$ cat config.mk
export PLATFORM = sky130hd
export DESIGN_NAME = scharr_queue
export DESIGN_NICKNAME = d
export VERILOG_FILES = /design/src/sv/scharr_pkg.sv /design/src/sv/scharr_queue.sv
export SDC_FILE = /design/constraint.sdc
export NUM_CORES = 1
export LEC_CHECK = 0
export ABC_AREA = 1
export BUFFER_PORTS_ARGS = -buffer_cell sky130_fd_sc_hd__buf_2
export CAP_MARGIN = 20
export CORE_MARGIN = 2
export CORE_UTILIZATION = 25
export CTS_BUF_LIST = sky130_fd_sc_hd__clkbuf_8 sky130_fd_sc_hd__clkbuf_16
export CTS_CLUSTER_DIAMETER = 50
export DETAILED_ROUTE_END_ITERATION = 10
export GPL_TIMING_DRIVEN = 1
export SLEW_MARGIN = 20
export SYNTH_ARGS = -nofsm -noshare
export SYNTH_HDL_FRONTEND = slang
export SYNTH_SLANG_ARGS = --single-unit
$ cat constraint.sdc
create_clock -name clk_i -period 2.45 [get_ports clk_i]
set_input_delay 0.245 -clock clk_i [delete_from_list [all_inputs] [get_ports clk_i]]
set_output_delay 0.245 -clock clk_i [all_outputs]
set_load 0.05 [all_outputs]
$ cat src/sv/scharr_pkg.sv
package scharr_pkg;

  localparam int unsigned ROW_BITS        = 16;
  localparam int unsigned WIDTH_REG_BITS  = 12;
  localparam int unsigned HEIGHT_REG_BITS = 16;
  localparam int unsigned CFG_IDX_BITS    = 2;
  localparam int unsigned CFG_DATA_BITS   = 16;

  // register indexes of the config port
  localparam logic [CFG_IDX_BITS-1:0] CFG_AXIS       = 2'd0;
  localparam logic [CFG_IDX_BITS-1:0] CFG_TRANSPOSED = 2'd1;
  localparam logic [CFG_IDX_BITS-1:0] CFG_WIDTH      = 2'd2;
  localparam logic [CFG_IDX_BITS-1:0] CFG_HEIGHT     = 2'd3;

  localparam logic [WIDTH_REG_BITS-1:0]  WIDTH_RESET  = 12'd2048;
  localparam logic [HEIGHT_REG_BITS-1:0] HEIGHT_RESET = 16'd1;

  // job queue between front and back
  localparam int unsigned QDEPTH    = 4;
  localparam int unsigned QPTR_BITS = 2;
  localparam int unsigned QCNT_BITS = 3;

  // result jobs of one pixel, in emission order
  localparam int unsigned NUM_JOBS      = 4;
  localparam int unsigned JOB_UP_LEFT   = 0;
  localparam int unsigned JOB_UP_EDGE   = 1;
  localparam int unsigned JOB_LAST_LEFT = 2;
  localparam int unsigned JOB_LAST_EDGE = 3;

  typedef struct packed {
    logic [NUM_JOBS-1:0] jobs;
    logic                row_ge1;
    logic                row_ge2;
    logic                col_ge1;
    logic                col_ge2;
    logic                end_row;
    logic                last_row;
    logic [ROW_BITS-1:0] row;
  } job_ctrl_t;

  typedef struct packed {
    logic axis;
    logic transposed;
  } kern_cfg_t;

endpackage

$ cat src/sv/scharr_queue.sv
module scharr_queue #(
  parameter int unsigned DATA_BITS = 8
) (
  input  logic                            clk_i,
  input  logic                            rst_ni,
  input  logic                            push_i,
  input  logic [DATA_BITS-1:0]            data_i,
  input  logic                            pop_i,
  output logic [DATA_BITS-1:0]            data_o,
  output logic                            empty_o,
  output logic [scharr_pkg::QCNT_BITS-1:0] count_o
);
  import scharr_pkg::*;

  logic [DATA_BITS-1:0] mem_q [QDEPTH];
  logic [QPTR_BITS-1:0] wr_ptr_q, rd_ptr_q;
  logic [QCNT_BITS-1:0] count_q;

  always_ff @(posedge clk_i or negedge rst_ni) begin
    if (!rst_ni) begin
      wr_ptr_q <= '0;
      rd_ptr_q <= '0;
      count_q  <= '0;
    end else begin
      if (push_i) begin
        wr_ptr_q <= wr_ptr_q + QPTR_BITS'(1);
      end
      if (pop_i) begin
        rd_ptr_q <= rd_ptr_q + QPTR_BITS'(1);
      end
      if (push_i && !pop_i) begin
        count_q <= count_q + QCNT_BITS'(1);
      end else if (pop_i && !push_i) begin
        count_q <= count_q - QCNT_BITS'(1);
      end
    end
  end

  always_ff @(posedge clk_i) begin
    if (push_i) begin
      mem_q[wr_ptr_q] <= data_i;
    end
  end

  assign data_o  = mem_q[rd_ptr_q];
  assign empty_o = (count_q == '0);
  assign count_o = count_q;

endmodule

==> impl_results.md <==
* Final-report hold violation count at 0
* CTS tree: done
* P_int at 1590 uW
* Initial Util at 0.255
* Critical path endpoint category: output pin
* PD cells at 1380 nW/um^2
* Vias per std cell at 3.94
* Die height at 86.5 um
* Hold WS at 0.165 ns
* Fmax at 0.588 GHz
* Clock transition at path regs at 0.07 ns
* FP Rows at 30
* Nets at 185
* DR DRC count at 0
* Switch share at 0.428
* Final instance area at 2020 um^2
* Clk_lat worst skew at 0.29 ns
* Root buffer cell: clkbuf_8
* Core footprint at 6680 um^2
* IO Pins at 24
* Routed Antenna Nets at 0
* Initial antenna violation count at 0
* Area of the mapped netlist at 1700 um^2
* CTS max path bufs at 2
* Port bufs at 23
* Clock Power Share at 0.220
* Worst-Margin Slew at 0.415 ns
* DP Area at 1880 um^2
* Unique cell type count in the Yosys netlist at 18
* Final worst-path cycle share at 0.694
* Area grow syn2layout at 18.7%
* Die width at 86.5 um
* Slew Viols, Final at 0
* Largest net degree at the start of global routing at 19
* Worst VDD drop at 0.423 mV
* Final Util at 0.302
* Via total after detailed routing at 978
* Yosys reg bits at 39
* Synth Instances at 140
* First-pass GRT wire length at 4.58 mm
* Worst-path maximum fanout at 9
* GRT Residual Overflow at 0
* Setup Skew at 0.00777 ns
* Max cap viols at 0
* Worst Hold Class: primary input to register
* Slew headroom at 0.723
* GRT Total Usage at 0.0826
* Fin crit period at 1.70 ns
* CTS sink count at 39
* Mean Syn Cell Area at 12.2 um^2
* Fill cells at 696
* Routability congestion estimate at 0.733
* Count of final setup violators at 0
* Detailed Place HPWL at 1.92 mm
* Crit path required time at 2.20 ns
* Critical path type: register to output pin
* Critical path arrival at 1.45 ns
* Crit start category: register
* Unrepaired setup endpoints after global routing: false
* Cts bufs inserted at 5
* Post-CTS Setup Repair Bufs at 0
* Die ar. at 7480 um^2
* LEAKAGE at 0.000893 uW
* H-tree depth at 2
* Vias in the first global route at 991
* Final WL at 2.80 mm
* Antenna cell count at 0
* Ratio of cells with drive above 1 in the final layout at 0.202
* Routed wire per std cell at 11.3 um
* Synth Net Count at 158
* Gate power share at 0.425
* 1st-iter DRT viols at 45
* Reg power frac at 0.354
* Outcome: finished, final reports clean
* Post-synthesis sequential area ratio at 0.668
* Fin Setup TNS at 0 ns
* Total chip power at 2790 uW
* Drt first pass iters at 4
* Sw Pwr at 1190 uW
* Synth warn at 0
## layout make-up
type,count,area [um^2],share of cell area
multi-input combinational,67,403,0.200
inverter,28,108,0.0533
clock inverter,3,63.8,0.0316
sequential,39,1140,0.563
timing repair buffer,26,140,0.0694
tap,80,100,0.0496
clock buffer,5,68.8,0.0341
## flip-flops by register name, indices dropped and copies added, names as in the netlist
| name | count |
|---|---|
| rd_ptr_q | 2 |
| wr_ptr_q | 2 |
| mem_q | 32 |
| count_o | 3 |
## critical path, stage by stage (launching register included)
cell,delay (ns)
dfrtp_1,0.52
inv_4,0.19
o211ai_1,0.11
nand2_1,0.08
buf_2,0.26
## logic make-up (layout without fill, tap and decap cells)
family	after synthesis	in the layout	share of synthesized area
DFF	39	39	0.668
AOI/OAI and AO/OA	17	17	0.0765
buffers and inverters	34	62	0.0956
xor gates and xnor gates	4	4	0.0206
adders and majority gates	6	6	0.0485
and+or+nand+nor	40	40	0.0912
## power groups by stage
stage / logic [uW] / clock network (uW) / registers, uW
after detailed placement: 1200 / 0 / 1000
final: 1190 / 614 / 988
after floorplan: 925 / 0 / 1050
after global routing: 1300 / 662 / 1010
after CTS: 1210 / 634 / 989
after global placement: 1190 / 0 / 1000
## path summary, 6_finish.rpt
| kind | slack, ns | start | endpoint | cells past startpoint |
|---|---|---|---|---|
| min | 0.16 | data_i[6] | mem_q[2][6] | 1 |
| min in group asynchronous | 0.32 | rst_ni | count_o[2] | 2 |
| max in group asynchronous | 1.96 | rst_ni | wr_ptr_q[1] | 2 |
| min reg2reg | 0.53 | wr_ptr_q[0] | wr_ptr_q[0] | 1 |
| max reg2reg | 1.09 | wr_ptr_q[0] | mem_q[0][4] | 4 |
| max | 0.75 | rd_ptr_q[1] | data_o[4] | 4 |
## cells in the mapped netlist
library cell,instances,area share
fa_1,1,0.012
o211ai_1,15,0.066
edfxtp_1,32,0.56
xnor2_1,1,0.0051
o211ai_2,1,0.0074
dfrtp_1,7,0.10
nand3_1,1,0.0029
nor3_1,1,0.0029
o21ai_1,1,0.0029
xor2_1,3,0.015
nand2_1,37,0.082
inv_4,1,0.0037
buf_6,4,0.026
clkbuf_2,1,0.0029
buf_2,1,0.0029
ha_1,5,0.037
nand4_1,1,0.0037
inv_1,27,0.060
## repair_timing
item / 4_1_cts / 5_1_grt
setup endpoints to repair: 0 / 0
resized for setup: 0 / 0
hold endpoints to repair: 7 / 0
hold buffers: 1 / 0
## layout by cell type, fill, tap and decap left out
master and n:
nor3_1 1, xnor2_1 1, fa_1 1, o211ai_2 1, nand4_1 1, nand2_1 37, buf_2 23, dlygate4sd3_1 1
edfxtp_1 32, clkbuf_8 5, nand3_1 1, o21ai_1 1, inv_1 28, inv_4 1, buf_4 2, ha_1 5
o211ai_1 15, bufinv_16 2, xor2_1 3, dfrtp_1 7
## metrics by stage
stage | setup WS [ns] | instances
2_1_floorplan | 0.440 | 140
3_3_place_gp | 1.02 | 239
3_5_place_dp | 0.995 | 239
4_1_cts | 0.734 | 248
5_1_grt | 0.663 | 248
6_report | 0.751 | 248
## routing by layer
metal / global-route usage / vias up / share of wire
met5: 0 / - / 0
met1: 0.0885 / 441 / 0.41
li1: - / 515 / -
met2: 0.145 / 16 / 0.52
met4: 0.0469 / 0 / 0.024
met3: 0.0238 / 6 / 0.041
Note: power is estimated with default switching activity, not from simulation.
