`src/sv/scharr_pkg.sv`:
```
package scharr_pkg;

  localparam int unsigned ROW_BITS        = 16;
  localparam int unsigned WIDTH_REG_BITS  = 12;
  localparam int unsigned HEIGHT_REG_BITS = 16;
  localparam int unsigned CFG_IDX_BITS    = 2;
  localparam int unsigned CFG_DATA_BITS   = 16;

  // register indexes of the config port
  localparam logic [CFG_IDX_BITS-1:0] CFG_AXIS       = 2'd0;
  localparam logic [CFG_IDX_BITS-1:0] CFG_TRANSPOSED = 2'd1;
  localparam logic [CFG_IDX_BITS-1:0] CFG_WIDTH      = 2'd2;
  localparam logic [CFG_IDX_BITS-1:0] CFG_HEIGHT     = 2'd3;

  localparam logic [WIDTH_REG_BITS-1:0]  WIDTH_RESET  = 12'd2048;
  localparam logic [HEIGHT_REG_BITS-1:0] HEIGHT_RESET = 16'd1;

  // job queue between front and back
  localparam int unsigned QDEPTH    = 4;
  localparam int unsigned QPTR_BITS = 2;
  localparam int unsigned QCNT_BITS = 3;

  // result jobs of one pixel, in emission order
  localparam int unsigned NUM_JOBS      = 4;
  localparam int unsigned JOB_UP_LEFT   = 0;
  localparam int unsigned JOB_UP_EDGE   = 1;
  localparam int unsigned JOB_LAST_LEFT = 2;
  localparam int unsigned JOB_LAST_EDGE = 3;

  typedef struct packed {
    logic [NUM_JOBS-1:0] jobs;
    logic                row_ge1;
    logic                row_ge2;
    logic                col_ge1;
    logic                col_ge2;
    logic                end_row;
    logic                last_row;
    logic [ROW_BITS-1:0] row;
  } job_ctrl_t;

  typedef struct packed {
    logic axis;
    logic transposed;
  } kern_cfg_t;

endpackage

```
`src/sv/scharr_back.sv`:
```
module scharr_back #(
  parameter  int unsigned PIXEL_BITS = 16,
  parameter  int unsigned COL_BITS   = 11,
  localparam int unsigned GRAD_BITS  = PIXEL_BITS + 5
) (
  input  logic                               clk_i,
  input  logic                               rst_ni,
  input  scharr_pkg::kern_cfg_t              kcfg_i,
  input  logic                               q_empty_i,
  input  scharr_pkg::job_ctrl_t              q_ctrl_i,
  input  logic [COL_BITS-1:0]                q_col_i,
  input  logic [2:0][2:0][PIXEL_BITS-1:0]    q_win_i,
  output logic                               q_pop_o,
  output logic                               empty_o,
  input  logic                               pop_i,
  output logic signed [GRAD_BITS-1:0]        gradient_o,
  output logic [scharr_pkg::ROW_BITS-1:0]    out_row_o,
  output logic [COL_BITS-1:0]                out_col_o,
  output logic                               last_of_step_o,
  output logic                               frame_done_o
);
  import scharr_pkg::*;

  function automatic logic signed [GRAD_BITS-1:0] sext(input logic [PIXEL_BITS-1:0] v);
    sext = GRAD_BITS'(signed'(v));
  endfunction

  logic [NUM_JOBS-1:0] taken_q, pending, sel;
  logic                is_last, go, job_edge, job_lastrow;
  logic [1:0]          cl, cm, cr, iu, im, id;
  logic signed [GRAD_BITS-1:0] pa, pb, pm, na, nb, nm;
  logic signed [GRAD_BITS-1:0] pos_e, neg_e, sum, grad;

  logic                        out_valid_q;
  logic signed [GRAD_BITS-1:0] grad_q;
  logic [ROW_BITS-1:0]         row_q;
  logic [COL_BITS-1:0]         col_q;
  logic                        last_q, frame_q;

  // walk the jobs of the head entry, lowest first
  assign pending = q_ctrl_i.jobs & ~taken_q;
  assign sel     = pending & (~pending + NUM_JOBS'(1));
  assign is_last = ((pending & ~sel) == '0);
  assign go      = !q_empty_i && (!out_valid_q || pop_i);
  assign q_pop_o = go && is_last;

  assign job_edge    = sel[JOB_UP_EDGE] || sel[JOB_LAST_EDGE];
  assign job_lastrow = sel[JOB_LAST_LEFT] || sel[JOB_LAST_EDGE];

  // window taps with border replication
  always_comb begin
    if (job_edge) begin
      cl = q_ctrl_i.col_ge1 ? 2'd1 : 2'd2;
      cm = 2'd2;
    end else begin
      cl = q_ctrl_i.col_ge2 ? 2'd0 : 2'd1;
      cm = 2'd1;
    end
    cr = 2'd2;
    if (job_lastrow) begin
      iu = q_ctrl_i.row_ge1 ? 2'd1 : 2'd2;
      im = 2'd2;
    end else begin
      iu = q_ctrl_i.row_ge2 ? 2'd0 : 2'd1;
      im = 2'd1;
    end
    id = 2'd2;

    if (!kcfg_i.axis) begin
      pa = sext(q_win_i[cl][iu]);
      pb = sext(q_win_i[cl][id]);
      pm = sext(q_win_i[cl][im]);
      na = sext(q_win_i[cr][iu]);
      nb = sext(q_win_i[cr][id]);
      nm = sext(q_win_i[cr][im]);
    end else begin
      pa = sext(q_win_i[cl][iu]);
      pb = sext(q_win_i[cr][iu]);
      pm = sext(q_win_i[cm][iu]);
      na = sext(q_win_i[cl][id]);
      nb = sext(q_win_i[cr][id]);
      nm = sext(q_win_i[cm][id]);
    end

    // 3 * edges + 10 * center, positive side minus negative side
    pos_e = pa + pb;
    neg_e = na + nb;
    sum   = (pos_e <<< 1) + pos_e + (pm <<< 3) + (pm <<< 1)
          - (neg_e <<< 1) - neg_e - (nm <<< 3) - (nm <<< 1);
    grad  = kcfg_i.transposed ? -sum : sum;
  end

  always_ff @(posedge clk_i or negedge rst_ni) begin
    if (!rst_ni) begin
      out_valid_q <= 1'b0;
      taken_q     <= '0;
    end else begin
      if (go) begin
        out_valid_q <= 1'b1;
        taken_q     <= is_last ? '0 : (taken_q | sel);
      end else if (pop_i) begin
        out_valid_q <= 1'b0;
      end
    end
  end

  always_ff @(posedge clk_i) begin
    if (go) begin
      grad_q  <= grad;
      row_q   <= job_lastrow ? q_ctrl_i.row : q_ctrl_i.row - ROW_BITS'(1);
      col_q   <= job_edge ? q_col_i : q_col_i - COL_BITS'(1);
      last_q  <= is_last;
      frame_q <= is_last && q_ctrl_i.last_row && q_ctrl_i.end_row;
    end
  end

  assign empty_o        = !out_valid_q;
  assign gradient_o     = grad_q;
  assign out_row_o      = row_q;
  assign out_col_o      = col_q;
  assign last_of_step_o = last_q;
  assign frame_done_o   = frame_q;

endmodule

```
`config.mk`:
```
export PLATFORM = sky130hd
export DESIGN_NAME = scharr_back
export DESIGN_NICKNAME = d
export VERILOG_FILES = /design/src/sv/scharr_pkg.sv /design/src/sv/scharr_back.sv
export SDC_FILE = /design/constraint.sdc
export NUM_CORES = 1
export LEC_CHECK = 0
export ABC_AREA = 1
export BUFFER_PORTS_ARGS = -buffer_cell sky130_fd_sc_hd__buf_4
export CORE_ASPECT_RATIO = 1.2
export CORE_MARGIN = 8
export CORE_UTILIZATION = 45
export DETAILED_ROUTE_END_ITERATION = 8
export GPL_TIMING_DRIVEN = 0
export PLACE_DENSITY = 0.68
export SYNTH_ARGS = -nofsm -noshare
export SYNTH_HDL_FRONTEND = slang
export SYNTH_SLANG_ARGS = --single-unit
```
`constraint.sdc`:
```
create_clock -name clk_i -period 9.65 [get_ports clk_i]
set_clock_uncertainty 0.1 [all_clocks]
set_input_delay 0.965 -clock clk_i [delete_from_list [all_inputs] [get_ports clk_i]]
set_output_delay 0.965 -clock clk_i [all_outputs]
set_load 0.01 [all_outputs]
```
==> impl_results.md <==
* Full die area at 0.0299 sq mm
* Port bufs at 237
* Crit path arrival time at 9.17 ns
* Placed cells at 2139
* Vias at 12200
* Proportion of synthesized area in mux cells at 0
* Syn avg cell area at 7.03 sq um
* CTS sink count at 55
* Drt drc at 0
* Status: complete, no violations
* Sequential share of the synthesized area at 0.147
* Core ar. at 0.0244 sq mm
* XOR/XNOR Fraction of Synth Area at 0.0686
* GRT Resource Usage Total at 0.315
* CTS H-tree lvls at 2
* Cell area after synthesis at 0.0111 sq mm
* Max Cap Viol at 0
* CP peak stage delay at 0.50 ns
* Tcrit/Tclk final at 0.952
* Largest net degree at the start of global routing at 32
* Die width at 159 microns
* Final WL at 47600 microns
* WL/cell at 22.1 microns
* Routed Antenna Nets at 0
* Crit path time final at 9.18 ns
* Top cell type's share of synthesized area at 0.195
* Worst min path class: input pin to async pin
* Core Rows at 63
* CTS tree: done
* Primary FF master, synth: edfxtp_1
* Ratio of cells with drive above 1 in the final layout at 0.176
* Bufs and invs on worst path at 8
* Simple-gate share of the synthesized area at 0.240
* Setup crit start kind: input pin
* YS warnings at 0
* EDFF count, synth at 50
* Num CTS Buffers at 5
* Clk buf depth at 2
* CTS Root Cell: clkbuf_16
* Post-synth ARST share at 0.0909
* Die Height at 188 microns
* Drt initial violations at 1053
* Critical path endpoint category: flip-flop
* Layout area overhead at 22.4%
* GRT Residual Overflow at 0
* Compound-Gate Fraction of Synth Area at 0.173
* Initial Util at 0.454
* Max-slew violations at 0
* Setup violators final at 0
* Final core occ at 0.555
* Critical Path Fanout Max at 10
* Main combinational cell family by area after synthesis: adder cells
* Vias in the first global route at 12600
* Total Nets Final at 2183
* Non-filler instance count after layout at 2151
* Final hold violation count at 0
* GP Congestion at 1.02
* Count of cell types in the netlist at 52
* Cells after Synth at 1576
* Seq cells post-synth at 55
* Clk_lat worst skew at 0.33 ns
* Adder and majority gate portion of the synthesized area at 0.265
* WP data required at 9.64 ns
* Delay-heaviest family, CP: adder cells
* Vias per cell at 5.67
* Synthesized Nets at 1933
* Worst slew pin tran at 0.898 ns
* Global-route wire length before repair at 72300 microns
* Initial antenna violation count at 0
* Crit Path Category: input pin to flip-flop
* Slowest cell on crit path: fa_1
* I/O Pins at 239
* Largest cells by area after synthesis: fa_1 (20%), edfxtp_1 (14%), nand2_1 (12%), inv_1 (8.2%), ha_1 (7.0%)
* Number of diodes at 0
* F_max at 109 MHz
* Clock Pin Slew Worst Setup and Hold Paths at 0.08 ns
* Crit-path most repeated cell: nand2_1
* Post-synth top area cell: fa_1
* Filler instances at 2498
* Worst rel slew slack at 0.397
* 1st-pass router iterations at 6
* Post-DP HPWL at 40000 microns
flip-flops by register name, indices dropped and copies added, names as in the netlist:
signal and flops:
frame_done_o 1, gradient_o 21, last_of_step_o 1, out_col_o 11, out_row_o 16, out_valid_q 1
taken_q 4
Yosys cell counts (5+ instances only):
master    number
edfxtp_1      50
buf_2         12
nand3_1      101
nand2_1      357
a21o_1         5
a31oi_1        8
fa_1         108
xor2_1        54
o21bai_1       9
o21ai_0      129
o211ai_1      26
nor3_1        14
inv_1        242
ha_1          62
buf_1          9
dfrtp_1        5
inv_2          9
or2_2         14
nand4_1        9
a221oi_1      10
o22ai_1       29
clkbuf_1      36
o221ai_1       8
nor2_1       115
a21oi_1       82
xnor2_1       31
metrics by stage:
step                instance area [sq um]  setup TNS [ns]  setup slack, ns  hold WS, ns
floorplan                           11100               0             1.69        0.367
global route                        13600         -0.0276          -0.0276        0.328
detailed placement                  13300          -0.165           -0.146        0.405
global placement                    13300          -0.116           -0.116        0.390
CTS                                 13500               0            0.124        0.324
finish                              13600               0            0.466        0.324
worst reg2reg max path: cells and delay by family (launching register included):
kind / cells / cell delay (ns)
flops: 1 / 0.33
xor+xnor: 2 / 0.55
compound gates: 9 / 1.57
buf+inv: 8 / 1.06
simple gates: 18 / 2.36
fa+ha+maj: 6 / 2.64
layer usage:
layer | part of all wire | GRT usage
met5 | 0 | 0
met4 | 0.065 | 0.190
met3 | 0.066 | 0.0421
met2 | 0.49 | 0.546
met1 | 0.38 | 0.366
path summary, 6_finish.rpt:
kind                              start              to  slack (ns)  cells past startpoint
max in group asynchronous        rst_ni     out_valid_q        9.01                      1
setup / recovery           q_ctrl_i[22]  gradient_o[20]        0.47                     43
hold reg to reg              taken_q[2]      taken_q[2]        0.43                      2
hold / removal                   rst_ni      taken_q[3]        0.32                      1
setup reg to reg             taken_q[0]  gradient_o[20]        0.84                     43
min in group clk_i           taken_q[2]      taken_q[2]        0.43                      2
placed cells by master (no fill, tap or decap), types with 8 or more instances in the layout:
cell type	netlist	final
nand2_1	357	357
xor2_1	54	53
edfxtp_1	50	50
inv_2	9	9
o21bai_1	9	9
xnor2_1	31	27
clkbuf_1	36	32
nand3_1	101	101
ha_1	62	62
buf_4	1	243
o22ai_1	29	29
a221oi_1	10	10
o21ai_0	129	128
a31oi_1	8	8
or2_2	14	14
nand4_1	9	9
buf_1	9	9
o211ai_1	26	26
nor2_1	115	114
a21oi_1	82	80
o221ai_1	8	8
fa_1	108	108
buf_2	12	12
inv_1	242	242
nor3_1	14	14
repair_timing:
action,in CTS,in global routing
endpoints found under the setup margin,0,7
hold buffers,0,0
hold endpoints to repair,0,0
setup buffers,0,6
resized for setup,0,20
final cells by class:
type | count | area, sq um | area share
clock buffer | 5 | 125 | 0.00922
buffer | 57 | 236 | 0.0174
sequential | 55 | 1630 | 0.120
tap | 325 | 407 | 0.0300
multi-input combinational | 1210 | 8340 | 0.615
inverter | 253 | 953 | 0.0703
clock inverter | 2 | 37.5 | 0.00277
timing repair buffer | 244 | 1840 | 0.136
cells by family after synthesis:
group | count (synthesis)
DFF | 55
xor gates and xnor gates | 86
AOI/OAI and AO/OA | 326
adders and majority gates | 170
and+or+nand+nor | 628
buffers and inverters | 311
Power is not shown: default switching activity piles up to over one toggle a cycle in this logic, so the estimate is an artifact.
